==> src/gdrc_ram.sv <==
// Generic single-write, single-read RAM with registered read data.
module gdrc_ram #(
  parameter int WIDTH = 8,
  parameter int DEPTH = 16
) (
  input  logic                     clk,
  input  logic                     we,
  input  logic [$clog2(DEPTH)-1:0] waddr,
  input  logic [WIDTH-1:0]         wdata,
  input  logic [$clog2(DEPTH)-1:0] raddr,
  output logic [WIDTH-1:0]         rdata
);

  logic [WIDTH-1:0] mem [DEPTH];

  always_ff @(posedge clk) begin
    if (we) begin
      mem[waddr] <= wdata;
    end
    rdata <= mem[raddr];
  end

endmodule

==> config.mk <==
export PLATFORM = sky130hd
export DESIGN_NAME = gdrc_ram
export DESIGN_NICKNAME = d
export VERILOG_FILES = /design/src/gdrc_ram.sv
export SDC_FILE = /design/constraint.sdc
export NUM_CORES = 1
export LEC_CHECK = 0
export BUFFER_PORTS_ARGS = -buffer_cell sky130_fd_sc_hd__buf_2
export CAP_MARGIN = 40
export CORE_ASPECT_RATIO = 0.75
export CORE_UTILIZATION = 55
export CTS_CLUSTER_SIZE = 25
export DETAILED_ROUTE_END_ITERATION = 12
export PLACE_DENSITY = 0.73
export SLEW_MARGIN = 0
export SYNTH_ARGS = -nofsm -noshare
export SYNTH_HDL_FRONTEND = slang
export SYNTH_SLANG_ARGS = --single-unit
export TNS_END_PERCENT = 20
==> constraint.sdc <==
create_clock -name clk -period 3.6 [get_ports clk]
set_clock_uncertainty 0.15 [all_clocks]
set_input_delay 0.18 -clock clk [delete_from_list [all_inputs] [get_ports clk]]
set_output_delay 0.18 -clock clk [all_outputs]
set_load 0.1 [all_outputs]
==> metrics, run 1 <==
outcome finished clean; FF-to-FF End rdata[7]; fmax 578 MHz; area grow syn2layout 18.0%; ys async rst share 0%; initial antenna violation count 0; CP Max Fanout 19; CP bufs+invs 2; total gr overflow 0; main combinational cell family by area after synthesis multiplexers; Max Cap Viol 0; r2r startpoint mem[11][7]; post-DP HPWL 6000 µm; layout cell share with drive strength beyond 1 28.3%; htree depth 4; met2 wire length 4550 µm; Psw 798 µW; post-synthesis mux area share 15.0%; static leakage 0.00206 µW; pwr/cell area 611 nW/µm²; RSZ-0062 raised after global routing false; nets 298; Pint 2920 µW; largest net degree at the start of global routing 33; most frequent cell after synthesis edfxtp_1; Yosys warning count 0; TritonCTS clock tree done; mean area per synthesized cell 22.5 µm²; compound-gate portion of the synthesized area 2.33%; CP endpoint kind register; Die X 114 µm; Placed Cells 383; Seq/Total Area, Yosys 77.8%; Rows 30; final hold violations 0; Hold Path End mem[14][6]; Yosys top cell area share 74.7%; Via Count 2440; Setup TNS 0 ns; vias in the first global route 2409; area occupied by multi-input gates 1060 µm²; Clock Power Share 45.6%; Total GRT Usage 22.9%; synthesized area 5150 µm²; WL met1 4180 µm; max-slew violations 0; Core ar. 9080 µm²; Finished Cell Area 6070 µm²; I/O Pins 26; CTS root buffer clkbuf_16; Top FF cell, synth edfxtp_1; Reg power frac 48.0%; Port Buf Inserts 25; Mapped Cells 229; CP startpoint raddr[0]; GPL Wtd Cong 0.705; FF-to-FF setup slack 2.10 ns; Post-synth EDFFs 128; final WL 9570 µm; Initial Util 56.7%; Post-DP Area 5430 µm²; Hold WC Path Type input pin to register; sequential cell area 4000 µm²; Met3 Wirelength 727 µm; Largest stage delay, worst path 0.56 ns; Fillers 614; slowest CP cell mux4_1; combinational power share 6.4%; crit path cell chain buf_2 -> buf_4 -> mux4_1 -> a22oi_1 -> nand2_1; min-delay src wdata[6]; Yosys reg bits 136; ranking of synthesized cells by area edfxtp_1 75%, mux4_2 7.9%, mux4_1 7.1%; Crit path max-delay family buffers and inverters; Adder-Cell Fraction of Synth Area 0%; FF-to-FF path depth 3; DR top layer met4; die area 9750 µm²; Inserted Diodes 0; Worst Tran Pin Value 0.873 ns; wire per inst 22.7 µm; Netlist cell types 19; Syn Nets 247; Sinks on Clock Net 136; CTS Buffer Depth 2; Crit Path Category input pin to register; Slew HR 41.6%; drc violations 0; CP startpoint kind input pin; Worst Path Arrival 1.88 ns; peak supply drop 0.483 mV; Layout Cells excl Fill 421; Hold Path Cell Cnt 1; endpoints failing setup 0; xor-xnor portion of the synthesized cell area 0%; Clock Latency Late Sink 0.42 ns; hold slack final 0.00698 ns; switching share of total power 21.5%; period utilisation layout 48.0%; cts bufs inserted 17; Die Span Y 85.8 µm; simple-gate area share of the yosys netlist 3.18%; first-pass GRT wire length 14800 µm; Iteration-0 DRC Markers 207; most frequent cells after synthesis 128 x edfxtp_1, 18 x mux4_2, 16 x a22oi_1, 14 x mux4_1, 13 x nor2_1; DR pass1 iterations 4; fin util 66.9%; Clock transition at path regs 0.06 ns; Tmin final 1.73 ns; CP required 3.75 ns; cell taking the most area after synthesis edfxtp_1; ANT nets after route 0; via/cell ratio 5.80
==> through the flow <==
step                      worst slack, ns  power, µW
after CTS                            1.83       3740
after global routing                 1.71       3830
after floorplan                      1.78       1980
after global placement               1.41       2040
after detailed placement             1.39       2050
final                                1.87       3710
==> power by group through the flow <==
stage	sequential, µW	clock (µW)	combinational, µW
floorplan	1890	0	89.9
global placement	1810	0	227
detailed placement	1810	0	234
CTS	1780	1720	240
global route	1780	1800	252
finish	1780	1690	237
==> cell families (layout without fill, tap and decap cells) <==
group / Yosys count / after routing
simple gates: 35 / 35
compound gates: 16 / 16
mux: 32 / 32
buf+inv: 10 / 74
flops: 136 / 136
==> worst reg2reg max path, delay by kind of cell (launching register included) <==
kind	cells	cell delay, ns
AND/OR/NAND/NOR	1	0.11
AO/OA/AOI/OAI	1	0.29
multiplexers	1	0.47
flip-flops	1	0.35
==> per-layer routing <==
metal | GRT usage, % | up-vias
li1 | - | 1079
met1 | 32.9 | 1256
met2 | 32.5 | 97
met3 | 8.69 | 8
met4 | 8.25 | 0
met5 | 0 | -
==> final cells by class <==
| class | count | share of cell area, % |
|---|---|---|
| clock buffers | 17 | 7.00 |
| clock inverters | 15 | 2.64 |
| multi-input cells | 83 | 17.4 |
| flip-flops and latches | 136 | 65.9 |
| well taps | 128 | 2.64 |
| repair buffers | 42 | 4.41 |
==> flip-flops by register name (all words and copies together), names as in the netlist <==
name,cells
mem,128
rdata,8
==> worst max-delay path by stage <==
| stage | endpoint | cells past startpoint |
|---|---|---|
| CTS | rdata[5] | 5 |
| global placement | rdata[5] | 5 |
| global route | rdata[5] | 5 |
| floorplan | mem[0][0] | 2 |
| finish | rdata[5] | 5 |
| detailed placement | rdata[5] | 5 |
==> layout by cell type (no fill, tap or decap) <==
cell,count
edfxtp_1,128
buf_2,25
mux4_2,18
clkbuf_16,17
a22oi_1,16
mux4_1,14
nor2_1,13
buf_4,11
nand2_1,9
dfxtp_1,8
dlygate4sd3_1,6
nor3_1,4
clkinv_1,4
bufinv_16,3
clkinvlp_4,3
clkinv_2,3
nand3b_1,2
nand2b_1,2
clkinv_4,2
nor2b_1,1
and2_1,1
and2b_1,1
nand3_1,1
or3b_2,1
==> what timing repair did <==
action / CTS / global route
endpoints found under the hold margin: 79 / 0
resized for setup: 0 / 0
hold buffers: 6 / 0
setup buffers: 0 / 0
(Power assumes the default switching activity.)
==> run 2, diff against run 1 <==
clock period = 1.61 ns   (was 3.6 ns; I/O delays follow)
==> metrics, run 2 (synthesized netlist as in run 1, its figures left out) <==
ANT nets after route 0 (unchanged); Initial Util 56.7% (unchanged); Rows 30 (unchanged); max reg flops 128 (unchanged); endpoints failing setup 0 (unchanged); Worst Tran Pin Value 0.778 ns (-0.0947 ns); Setup TNS 0 ns (unchanged); CTS root buffer clkbuf_16; initial antenna violation count 0 (unchanged); commonest non-fill, non-tap cell in the layout edfxtp_1; switching share of total power 19.9% (-1.6 points); Tmin final 1.47 ns; TritonCTS clock tree done; Total Power 8570 µW (+130%); wire per inst 22.0 µm (-3.0%); min-delay src waddr[0]; htree depth 4 (unchanged); FF-to-FF setup slack 0.14 ns (-1.96 ns); CP Max Fanout 1 (-18); final WL 9540 µm (-0.28%); FF-to-FF End rdata[7]; Crit Path Category register to register; Clock transition at path regs 0.05 ns (about the same); Core ar. 9080 µm² (unchanged); die area 9750 µm² (unchanged); CP required 1.75 ns (-2.00 ns); largest net degree at the start of global routing 33 (unchanged); CP startpoint kind register; area grow syn2layout 21.3%; via/cell ratio 5.74 (-0.90%); Die Span Y 85.8 µm (unchanged); Port Buf Inserts 25 (unchanged); Sinks on Clock Net 136 (unchanged); period utilisation layout 91.4%; nets 310 (+4.0%); r2r startpoint mem[11][7]; Hold Path Cell Cnt 3 (+2); Clock Latency Late Sink 0.42 ns (about the same); DR pass1 iterations 4 (unchanged); RSZ-0062 raised after global routing false; Biggest register mem; Max Cap Viol 0 (unchanged); commonest non-fill, non-tap cells in the layout 128 x edfxtp_1, 25 x buf_2, 18 x mux4_2, 18 x buf_4, 17 x clkbuf_16; FF-to-FF path depth 3 (unchanged); Post-CTS Setup Repair Bufs 0 (unchanged); layout cell share with drive strength beyond 1 29.8% (+1.5 points); drc violations 0 (unchanged); Die X 114 µm (unchanged); pwr/cell area 1370 nW/µm² (+120%); total gr overflow 0 (unchanged); combinational power share 6.4% (about the same); I/O Pins 26 (unchanged); outcome finished clean; Total GRT Usage 22.1% (-0.78 points); Fillers 589 (-4.1%); Slew HR 48.0% (+6.4 points); Psw 1710 µW (+110%); Clock Power Share 47.1% (+1.5 points); Pint 6860 µW (+140%); fmax 679 MHz; Top Registers mem: 128 flops, rdata: 8 flops; sequential cell area 4000 µm² (unchanged); first-pass GRT wire length 14600 µm (-1.3%); cts bufs inserted 17 (unchanged); Reg power frac 46.5% (-1.5 points); CP endpoint kind register; Hold Path End mem[0][6]; vias in the first global route 2641 (+9.6%); Iteration-0 DRC Markers 184 (-11%); CTS Buffer Depth 2 (unchanged); GPL Wtd Cong 0.721 (+2.3%); post-DP HPWL 5930 µm (-1.1%); static leakage 0.00215 µW (+4.6%); max-slew violations 0 (unchanged); final hold violations 0 (unchanged); peak supply drop 0.959 mV (+98%); Hold WC Path Type input pin to register; Worst Path Arrival 1.61 ns (-0.27 ns); area occupied by multi-input gates 1060 µm² (+0.47%); Via Count 2487 (+1.9%); Inserted Diodes 0 (unchanged)
## run 2: cell types whose count changed in the layout (fill, tap and decap cells not counted)
cell / delta
dlygate4sd3_1: +2
clkinv_1: -2
clkbuf_1: +5
clkinv_4: -2
nor3_1: -1
clkinv_2: -1
clkinvlp_4: -2
nor3_2: +1
buf_4: +7
bufinv_16: +2
buf_12: +3
## run 2: layer usage
layer / global-route usage [%] / wire length [µm] / part of all wire [%] / up-vias
met2: 33.5 / 4540 / 48 / 87
met1: 30.4 / 4220 / 44 / 1292
met5: 0 / 0 / 0 / -
met4: 8.85 / 103 / 1.1 / 0
li1: - / - / - / 1100
met3: 7.14 / 673 / 7.1 / 8
## run 2: worst max path at each step
| stage | start | end | slack (ns) | cells after the start |
|---|---|---|---|---|
| 2_1_floorplan | waddr[2] | mem[3][0] | 0.11 | 2 |
| 3_3_place_gp | raddr[0] | rdata[0] | 0.01 | 5 |
| 6_report | mem[11][7] | rdata[7] | 0.14 | 3 |
| 4_1_cts | rdata[6] | rdata[6] | 0.11 | 1 |
| 3_5_place_dp | raddr[0] | rdata[4] | 0.002 | 5 |
| 5_1_grt | mem[0][0] | rdata[0] | 0.06 | 3 |
## run 2: power groups by stage
stage               Sequential [µW]  Clock, µW  Combinational (µW)
CTS                            3990       4090                 557
global route                   3990       4250                 584
finish                         3990       4030                 550
global placement               4050          0                 527
detailed placement             4060          0                 539
floorplan                      4220          0                 201
## run 2: cell type report
cell class | instances | share of cell area (%)
sequential | 136 | 64.1
multi-input combinational | 83 | 17.0
clock buffer | 22 | 7.11
timing repair buffer | 54 | 6.41
clock inverter | 10 | 2.80
tap | 128 | 2.56
## run 2: worst max-delay path, stage by stage, from the launching register on
cell and delay [ns]:
edfxtp_1 0.36, mux4_2 0.49, a22oi_1 0.26, nand2_1 0.08
## run 2: per-stage QoR
step	hold slack, ns	cells	worst slack [ns]	util (%)	area (µm²)
2_1_floorplan	0.0294	229	0.113	-	5150
3_3_place_gp	0.313	393	0.0141	61.1	5550
5_1_grt	0.0992	433	0.0642	68.8	6250
6_report	0.0811	433	0.138	68.8	6250
3_5_place_dp	0.328	393	0.00234	61.1	5550
4_1_cts	0.0640	433	0.114	68.8	6250
## run 2: timing repair
item | 4_1_cts | 5_1_grt
hold buffers | 8 | 0
hold endpoints to repair | 128 | 0
gates resized for setup | 0 | 0
endpoints found under the setup margin | 0 | 0
